==> config.mk <==
export PLATFORM = sky130hd
export DESIGN_NAME = ordered_process_queue
export DESIGN_NICKNAME = d
export VERILOG_FILES = /design/src/rtl/core/opq_pkg.sv /design/src/rtl/core/opq_cell.sv /design/src/rtl/core/ordered_process_queue.sv
export SDC_FILE = /design/constraint.sdc
export NUM_CORES = 1
export LEC_CHECK = 0
export ABC_CLOCK_PERIOD_IN_PS = 6300
export BUFFER_PORTS_ARGS = -buffer_cell sky130_fd_sc_hd__buf_2
export CELL_PAD_IN_SITES_DETAIL_PLACEMENT = 0
export CELL_PAD_IN_SITES_GLOBAL_PLACEMENT = 1
export CORE_UTILIZATION = 43
export DETAILED_ROUTE_END_ITERATION = 12
export GPL_ROUTABILITY_DRIVEN = 1
export MAX_ROUTING_LAYER = met4
export PLACE_DENSITY = 0.77
export SETUP_SLACK_MARGIN = 0.02
export SYNTH_ARGS = -nofsm -noshare
export SYNTH_HDL_FRONTEND = slang
export SYNTH_HIERARCHICAL = 1
export SYNTH_SLANG_ARGS = --single-unit
==> constraint.sdc <==
create_clock -name clk_i -period 6.3 [get_ports clk_i]
set_clock_uncertainty 0.1 [all_clocks]
set_input_delay 0.63 -clock clk_i [delete_from_list [all_inputs] [get_ports clk_i]]
set_output_delay 0.63 -clock clk_i [all_outputs]
set_load 0.005 [all_outputs]
==> src/rtl/core/opq_pkg.sv <==
// Shared types and constants for the ordered process queue.
`timescale 1ns / 1ps

package opq_pkg;

  localparam logic [14:0] MIN_ID_LIMIT = 15'd10000;

  typedef enum logic [2:0] {
    OP_ADD    = 3'd0,
    OP_POP    = 3'd1,
    OP_REMOVE = 3'd2,
    OP_LOOKUP = 3'd3,
    OP_POPMIN = 3'd4
  } opcode_e;

  typedef enum logic [1:0] {
    STATUS_DONE = 2'd0,
    STATUS_NONE = 2'd1,
    STATUS_DUP  = 2'd2,
    STATUS_FULL = 2'd3
  } status_e;

  typedef struct packed {
    logic [2:0]  opcode;
    logic [15:0] handle;
    logic [14:0] proc_id;
  } in_word_t;

  typedef struct packed {
    logic [15:0] result_handle;
    logic [1:0]  status;
    logic [4:0]  occupancy;
  } out_word_t;

  typedef struct packed {
    logic [15:0] handle;
    logic [14:0] id;
  } entry_t;

  typedef struct packed {
    logic shift;
    logic load;
  } cell_ctl_t;

endpackage

==> src/rtl/core/opq_cell.sv <==
// One storage cell of the queue chain: holds an entry, takes its neighbor's or a new one.
`timescale 1ns / 1ps

module opq_cell
  import opq_pkg::*;
(
  input  logic      clk_i,
  input  cell_ctl_t ctl_i,
  input  entry_t    nbr_i,
  input  entry_t    push_i,
  output entry_t    entry_o
);

  entry_t entry_q;

  always_ff @(posedge clk_i) begin
    if (ctl_i.load) begin
      entry_q <= push_i;
    end else if (ctl_i.shift) begin
      entry_q <= nbr_i;
    end
  end

  assign entry_o = entry_q;

endmodule

==> src/rtl/core/ordered_process_queue.sv <==
// Top level of the ordered process queue: sequencer and chain of entry cells.
//
//   Channel | Handshake                          | Word
//   --------+------------------------------------+-----------------------------------
//   in      | in_valid_i / in_ready_o            | opcode, handle, proc_id
//   out     | out_valid_o / out_ready_i          | result_handle, status, occupancy
//
// A pop, an unknown opcode, or any operation on an empty table skips the scan. Add,
// remove and lookup scan the n entries held once; pop-min scans them twice when it finds an id.
// The scan rotates the chain one entry per cycle past its head cell.
// Reset clears the entry count and the sequencer registers; the cells are never cleared.
// A result waits in the output register; a new word is accepted meanwhile, and the
// sequencer holds its final step until that register is free.
`timescale 1ns / 1ps

module ordered_process_queue
  import opq_pkg::*;
#(
  parameter int DEPTH = 16
) (
  input  logic      clk_i,
  input  logic      rst_ni,
  input  logic      in_valid_i,
  output logic      in_ready_o,
  input  in_word_t  in_data_i,
  output logic      out_valid_o,
  input  logic      out_ready_i,
  output out_word_t out_data_o
);

  localparam int CW = $clog2(DEPTH + 1);
  localparam int IW = (DEPTH > 1) ? $clog2(DEPTH) : 1;
  localparam logic [CW-1:0] DEPTH_C = CW'(DEPTH);
  localparam logic [CW-1:0] ONE_C   = CW'(1);

  typedef enum logic [1:0] {
    ST_IDLE,
    ST_SCAN,
    ST_FINISH
  } state_e;

  state_e          state_q, state_d;
  logic [2:0]      op_q, op_d;
  logic [15:0]     hdl_q, hdl_d;
  logic [14:0]     id_q, id_d;
  logic [CW-1:0]   cnt_q, cnt_d;
  logic [CW-1:0]   n_q, n_d;
  logic [CW-1:0]   k_q, k_d;
  logic [CW-1:0]   pos_q, pos_d;
  logic [14:0]     best_q, best_d;
  logic [15:0]     res_q, res_d;
  logic            found_q, found_d;
  logic            pass_q, pass_d;
  logic            out_valid_q, out_valid_d;
  out_word_t       out_q, out_d;

  logic            shift;
  logic            push;
  logic            drop;
  logic [CW-1:0]   wr_cnt;
  logic [IW-1:0]   wr_ptr;
  logic [CW-1:0]   cnt_n;
  logic [31:0]     occ_ext;
  status_e         st;
  logic [15:0]     rh;
  entry_t          push_entry;
  entry_t          head;
  entry_t          cell_q   [DEPTH];
  entry_t          cell_nbr [DEPTH];
  cell_ctl_t       cell_ctl [DEPTH];

  assign push_entry = (state_q == ST_SCAN) ? head : '{handle: hdl_q, id: id_q};
  assign head       = cell_q[0];
  assign wr_ptr     = wr_cnt[IW-1:0];

  for (genvar i = 0; i < DEPTH; i++) begin : g_chain
    if (i == DEPTH - 1) begin : g_tail
      assign cell_nbr[i] = push_entry;
    end else begin : g_body
      assign cell_nbr[i] = cell_q[i+1];
    end
    assign cell_ctl[i] = '{shift: shift, load: push && (wr_ptr == IW'(i))};
    opq_cell u_cell (
      .clk_i   (clk_i),
      .ctl_i   (cell_ctl[i]),
      .nbr_i   (cell_nbr[i]),
      .push_i  (push_entry),
      .entry_o (cell_q[i])
    );
  end

  always_comb begin
    state_d     = state_q;
    op_d        = op_q;
    hdl_d       = hdl_q;
    id_d        = id_q;
    cnt_d       = cnt_q;
    n_d         = n_q;
    k_d         = k_q;
    pos_d       = pos_q;
    best_d      = best_q;
    res_d       = res_q;
    found_d     = found_q;
    pass_d      = pass_q;
    out_valid_d = out_valid_q && !out_ready_i;
    out_d       = out_q;
    shift       = 1'b0;
    push        = 1'b0;
    drop        = 1'b0;
    wr_cnt      = cnt_q;
    cnt_n       = cnt_q;
    st          = STATUS_NONE;
    rh          = '0;
    occ_ext     = '0;

    unique case (state_q)
      ST_IDLE: begin
        if (in_valid_i) begin
          op_d    = in_data_i.opcode;
          hdl_d   = in_data_i.handle;
          id_d    = in_data_i.proc_id;
          n_d     = cnt_q;
          k_d     = '0;
          pos_d   = '0;
          best_d  = MIN_ID_LIMIT;
          res_d   = '0;
          found_d = 1'b0;
          pass_d  = 1'b0;
          if (cnt_q == '0 || in_data_i.opcode == OP_POP || in_data_i.opcode > OP_POPMIN) begin
            state_d = ST_FINISH;
          end else begin
            state_d = ST_SCAN;
          end
        end
      end

      ST_SCAN: begin
        shift = 1'b1;
        case (op_q)
          OP_ADD: begin
            if (head.handle == hdl_q) begin
              found_d = 1'b1;
            end
          end
          OP_REMOVE: begin
            if (head.handle == hdl_q && !found_q) begin
              drop    = 1'b1;
              found_d = 1'b1;
            end
          end
          OP_LOOKUP: begin
            if (head.id == id_q && !found_q) begin
              found_d = 1'b1;
              res_d   = head.handle;
            end
          end
          OP_POPMIN: begin
            if (!pass_q) begin
              if (head.id < best_q) begin
                best_d  = head.id;
                pos_d   = k_q;
                found_d = 1'b1;
                res_d   = head.handle;
              end
            end else if (k_q == pos_q) begin
              drop = 1'b1;
            end
          end
          default: begin
          end
        endcase
        push   = !drop;
        wr_cnt = cnt_q - ONE_C;
        if (drop) begin
          cnt_d = cnt_q - ONE_C;
        end
        if (k_q == n_q - ONE_C) begin
          k_d = '0;
          if (op_q == OP_POPMIN && !pass_q && found_d) begin
            pass_d = 1'b1;
          end else begin
            state_d = ST_FINISH;
          end
        end else begin
          k_d = k_q + ONE_C;
        end
      end

      ST_FINISH: begin
        if (!out_valid_q || out_ready_i) begin
          case (op_q)
            OP_ADD: begin
              if (found_q) begin
                st = STATUS_DUP;
              end else if (cnt_q == DEPTH_C) begin
                st = STATUS_FULL;
              end else begin
                push  = 1'b1;
                cnt_n = cnt_q + ONE_C;
                st    = STATUS_DONE;
              end
            end
            OP_POP: begin
              if (cnt_q != '0) begin
                shift = 1'b1;
                rh    = head.handle;
                cnt_n = cnt_q - ONE_C;
                st    = STATUS_DONE;
              end
            end
            OP_REMOVE: begin
              if (found_q) begin
                st = STATUS_DONE;
              end
            end
            OP_LOOKUP, OP_POPMIN: begin
              if (found_q) begin
                rh = res_q;
                st = STATUS_DONE;
              end
            end
            default: begin
            end
          endcase
          cnt_d       = cnt_n;
          occ_ext     = 32'(cnt_n);
          out_d       = '{result_handle: rh, status: st, occupancy: occ_ext[4:0]};
          out_valid_d = 1'b1;
          state_d     = ST_IDLE;
        end
      end

      default: begin
        state_d = ST_IDLE;
      end
    endcase
  end

  always_ff @(posedge clk_i or negedge rst_ni) begin
    if (!rst_ni) begin
      state_q     <= ST_IDLE;
      cnt_q       <= '0;
      out_valid_q <= 1'b0;
      op_q        <= '0;
      hdl_q       <= '0;
      id_q        <= '0;
      n_q         <= '0;
      k_q         <= '0;
      pos_q       <= '0;
      best_q      <= '0;
      res_q       <= '0;
      found_q     <= 1'b0;
      pass_q      <= 1'b0;
      out_q       <= '0;
    end else begin
      state_q     <= state_d;
      cnt_q       <= cnt_d;
      out_valid_q <= out_valid_d;
      op_q        <= op_d;
      hdl_q       <= hdl_d;
      id_q        <= id_d;
      n_q         <= n_d;
      k_q         <= k_d;
      pos_q       <= pos_d;
      best_q      <= best_d;
      res_q       <= res_d;
      found_q     <= found_d;
      pass_q      <= pass_d;
      out_q       <= out_d;
    end
  end

  assign in_ready_o  = (state_q == ST_IDLE);
  assign out_valid_o = out_valid_q;
  assign out_data_o  = out_q;

endmodule

Word-level counts from Yosys, hierarchy flattened --
Cells that the tools add are included.
Word-level totals: register bits after elaboration 609, input port bits 38, output and inout port bits 25, logic and storage cells 257
Operators by class: $add $sub $neg 4, order comparisons 2, equality and inequality tests 40, mux-type cells 101, reduce and logical (&&, ||, !) cells 62
Operator list (number):
- 2-to-1 mux 31 bit | 33
- 2-to-1 mux 16 bit | 6
- one-hot mux 16 bit (2 select lines) | 3
- 2-to-1 mux 15 bit | 4
- 2-to-1 mux 5 bit | 10
- one-hot mux 5 bit (2 select lines) | 4
- nonzero test 2 bit | 18
- == test 4 bit (second input constant) | 8
- one-hot mux 15 bit (2 select lines) | 1
- 2-to-1 mux 1 bit | 24
- logical AND 1 bit | 21
- == test 16 bit | 1
- == test 4 x 3 -> 1 bit (second input constant) | 4
- == test 15 bit | 1
- < comparator 15 bit | 1
- 2-to-1 mux 2 bit | 7
- one-hot mux 2 bit (3 select lines) | 2
- adder 5 x 1 -> 5 bit (second input constant) | 2
- == test 5 bit | 2
- != test 2 x 1 -> 1 bit (second input constant) | 5
- one-hot mux 1 bit (2 select lines) | 5
- subtractor 5 x 1 -> 5 bit (second input constant) | 2
- != test 3 bit (second input constant) | 3
- == test 4 x 2 -> 1 bit (second input constant) | 2
- 26 further kinds | 40

Logic depth before layout (Yosys ltp) --
depth in word-level cells 9, gate-level depth with buffers 12

By module --
The synthesis kept the hierarchy.
Modules (own cells, without submodules):
- opq_cell | times used 16, cells an instance 67, area an instance 1466.4 µm², sequential area each 930.9 µm²
- ordered_process_queue | times used 1, cells an instance 667, area an instance 6608.8 µm², sequential area each 2827.7 µm²

Worst setup path after synthesis --
No wires, ideal clock.
kind register to register, from register cnt_q[0], to register g_chain[0].u_cell.entry_q (netlist bit g_chain[0].u_cell/entry_o[0]), enable pin, setup time 0.389 ns, arrival time 3.082 ns, path slack 2.728 ns, cell stages (with the launch flop) 11, path buffers 2, cells stage by stage dfrtp_1 clkbuf_1 inv_1 ha_1 nor3b_2 nand2b_1 and3_1 clkbuf_1 a21oi_1 nor2b_1 or2_1
RTL lines:
- start: declaration | RTL line ordered_process_queue.sv:46 | logic [CW-1:0] cnt_q, cnt_d;
- start signal: assignment | RTL line ordered_process_queue.sv:257 | cnt_q <= cnt_d;
- end signal: assignment | RTL line opq_cell.sv:18 | entry_q <= push_i;
- end signal: assignment | RTL line opq_cell.sv:20 | entry_q <= nbr_i;
- end: declaration | RTL line opq_cell.sv:14 | entry_t entry_q;

==> run summary <==
Worst Path Arrival = 4960 ps
CP Buf/Inv Count = 3
Synth area leaders = edfxtp_1, mux2_4, dfrtp_1
Critical path, cell by cell = inv_1 > ha_2 > inv_1 > or3_1 > o31ai_1 > nand2_1 > nor2_4 > buf_4 > or2_1
Worst Tran Pin Value = 1290 ps
CP max FO = 42
CTS tree = done
Req. time, crit path = 6390 ps
Status = finished clean
IO Count = 63
Reg clk slew, reported paths = 60 ps
Yosys cell types = 68
Hold Crit Endpoint = hdl_q[4]
Area share of the largest cell type after synthesis = 49.5%
Die H = 266 um
RSZ-0062 raised after global routing = no
Resized cells post-CTS = 0
GRT Total Usage = 14.9%
Mapped Cells = 1,739
Post-CTS setup buffers = 0
HP Start = in_data_i[19]
Post-synthesis sequential area ratio = 58.9%
FF/Latch Area = 17,700 um^2
CTS buffer count = 66
Pwr/cell area = 432 nW/um^2
WL/cell = 18.4 um
Share of cells above drive strength 1 = 41.8%
Root buffer cell = clkbuf_16
Final setup viols = 0
Leakage power total = 12.1 nW
Max-Cap Viols = 0
Total gr overflow = 0
Startpoint types = flip-flop
Worst Hold Class = in2reg
Final antenna-violating net count = 0
Setup_tns = 0 ps
Crit path largest cell delay = 1050 ps
Inserted Diodes = 0
DRC viols = 0
Reg2Reg Depth = 9
F_max = 0.205 GHz
Worst skew pair latency = 590 ps
Worst VDD drop = 0.250 mV
Initial DRC count = 938
Post-Synthesis Mean Instance Area = 17.3 um^2
Clk buf depth = 3
Tcrit/Tclk final = 77.3%
Fill cell count = 5,881
Syn. warnings = 6
Post-synth EDFFs = 496
Routability-driven placement congestion ratio = 0.844
Total power = 14.1 mW
Worst slew margin = 13.8%
Fin. max-slew vios = 0
Drt pass-1 iters = 7
Flops & latches, synth = 609
Synthesized cell area = 30,100 um^2
Vias after detailed routing = 14,349
Die W = 266 um
Tmin final = 4870 ps
Vias per inst = 5.18
CP top delay family = simple AND/OR/NAND/NOR gates
Post-layout util = 47.3%
Crit Path Category = reg2reg
R2r setup slk = 1430 ps
Initial antenna violation count = 0
Asr flop ratio synth = 18.6%
Min-Delay Path Depth = 2
Cell taking the most area after synthesis = edfxtp_1
Post-synth top flop = edfxtp_1
Core Footprint = 68,900 um^2
Synthesis-to-finish area growth = 8.42%
Final Hold Viols = 0
Largest net degree at the start of global routing = 78
H-tree depth = 3
DRT Wirelength = 50.9 mm
Crit-path slowest cell = or2_1
Fin nets = 1,855
Dpl hpwl = 35.1 mm
R2R Path End = g_chain[3].u_cell/entry_o[13]
CTS Sinks = 609
Syn_nets = 1,798
Die area = 71,000 um^2
Multi-input gate area = 11,000 um^2
Cell mode on critical path = inv_1
CTS Hold Bufs = 1
Global-route wire length before repair = 81.5 mm
Start of the worst register-to-register path = state_q[1]
Row Count = 96
Vias in the first global route = 14,856
Port Buffer Count = 62
Initial Util = 43.6%
Critical path capture point type = flip-flop
area by class of cell:
type	instances	share of cell area, %
Sequential cell	609	54.4
Multi-Input combinational cell	986	33.8
Clock buffer	89	5.59
Tap cell	931	3.57
Timing Repair Buffer	95	1.73
Clock inverter	21	0.545
Inverter	38	0.437
worst max path at each step:
| stage | startpoint | cells after the start | slack (ps) | endpoint |
|---|---|---|---|---|
| 2_1_floorplan | cnt_q[0] | 10 | 2730 | g_chain[0].u_cell/entry_o[0] |
| 3_3_place_gp | state_q[1] | 11 | 1540 | g_chain[6].u_cell/entry_o[2] |
| 3_5_place_dp | state_q[1] | 9 | 1460 | g_chain[3].u_cell/entry_o[4] |
| 4_1_cts | state_q[1] | 9 | 1440 | g_chain[3].u_cell/entry_o[12] |
| 5_1_grt | cnt_q[0] | 8 | 1020 | g_chain[2].u_cell/entry_o[1] |
| 6_report | state_q[1] | 9 | 1430 | g_chain[3].u_cell/entry_o[13] |
per-layer routing:
layer / global-route usage, % / part of all wire [%]
met3: 2.74 / 3.7
met2: 23.5 / 47
met1: 19.5 / 47
met5: - / 0
met4: 4.54 / 2.5
registers in the layout, summed over array words and instances (netlist names):
register	flops
out_valid_o	1
cnt_q	5
g_chain.u_cell/entry_o	496
pos_q	5
k_q	5
pass_q	1
out_data_o	23
id_q	15
n_q	5
found_q	1
res_q	16
best_q	15
state_q	2
hdl_q	16
op_q	3
kinds of logic after synthesis:
kind of cell             Yosys count  synth area share [%]
XOR/XNOR                          44                  1.28
multiplexers                     569                  27.1
flip-flops                       609                  58.9
AO/OA/AOI/OAI                    150                  3.56
adder cells (fa/ha/maj)           21                 0.874
buffers and inverters            144                  4.86
AND/OR/NAND/NOR                  202                  3.40
Yosys cell counts (3+ instances only):
cell type  instances
edfxtp_1         496
mux2_4           464
dfrtp_1          113
mux2_2           101
nand2_1           69
buf_12            48
o21ai_0           45
inv_1             37
xor2_1            34
clkbuf_1          29
nor2_1            28
nand4_1           24
a22o_1            22
ha_1              21
a21oi_1           20
buf_6             18
a32oi_1           17
or2_1             16
nor4_1            14
nor3_1            13
xnor2_1           10
nand3_1            8
o21ai_1            7
buf_1              6
nand2b_1           6
and3_1             4
buf_2              4
mux2i_1            4
or3_1              4
a211oi_1           3
a21o_1             3
a31oi_1            3
and2_1             3
o21a_1             3
o22ai_1            3
o2bb2ai_1          3
worst reg2reg max path: stages (launching register included):
cell	delay [ps]
dfrtp_1	400
inv_1	90
ha_2	780
inv_1	490
or3_1	430
o31ai_1	70
nand2_1	370
nor2_4	200
buf_4	480
or2_1	1050
cell usage in the layout, fill, tap and decap left out, types with 18 or more instances in the layout:
| cell type | instances |
|---|---|
| edfxtp_1 | 496 |
| nand2_1 | 68 |
| a22o_1 | 22 |
| clkbuf_16 | 69 |
| nand4_1 | 24 |
| a21oi_1 | 20 |
| inv_1 | 37 |
| o21ai_0 | 44 |
| ha_1 | 20 |
| xor2_1 | 34 |
| buf_2 | 61 |
| dfrtp_1 | 113 |
| mux2_4 | 464 |
| clkbuf_1 | 18 |
| mux2_2 | 101 |
| buf_4 | 33 |
metrics by stage:
stage	std cells	area (um^2)	setup WS, ps	hold slack (ps)
after floorplan	1739	30100	2730	234
after global placement	2658	30600	1540	353
after detailed placement	2658	30600	1460	352
after CTS	2769	32600	1440	134
after global routing	2769	32600	1020	153
final	2769	32600	1430	171
power by group:
group / switching [mW] / internal, mW
sequential: 0.528 / 5.77
combinational: 2.36 / 1.79
clock: 1.49 / 2.14
total: 4.38 / 9.70
Power figures use the tool's default switching activity.
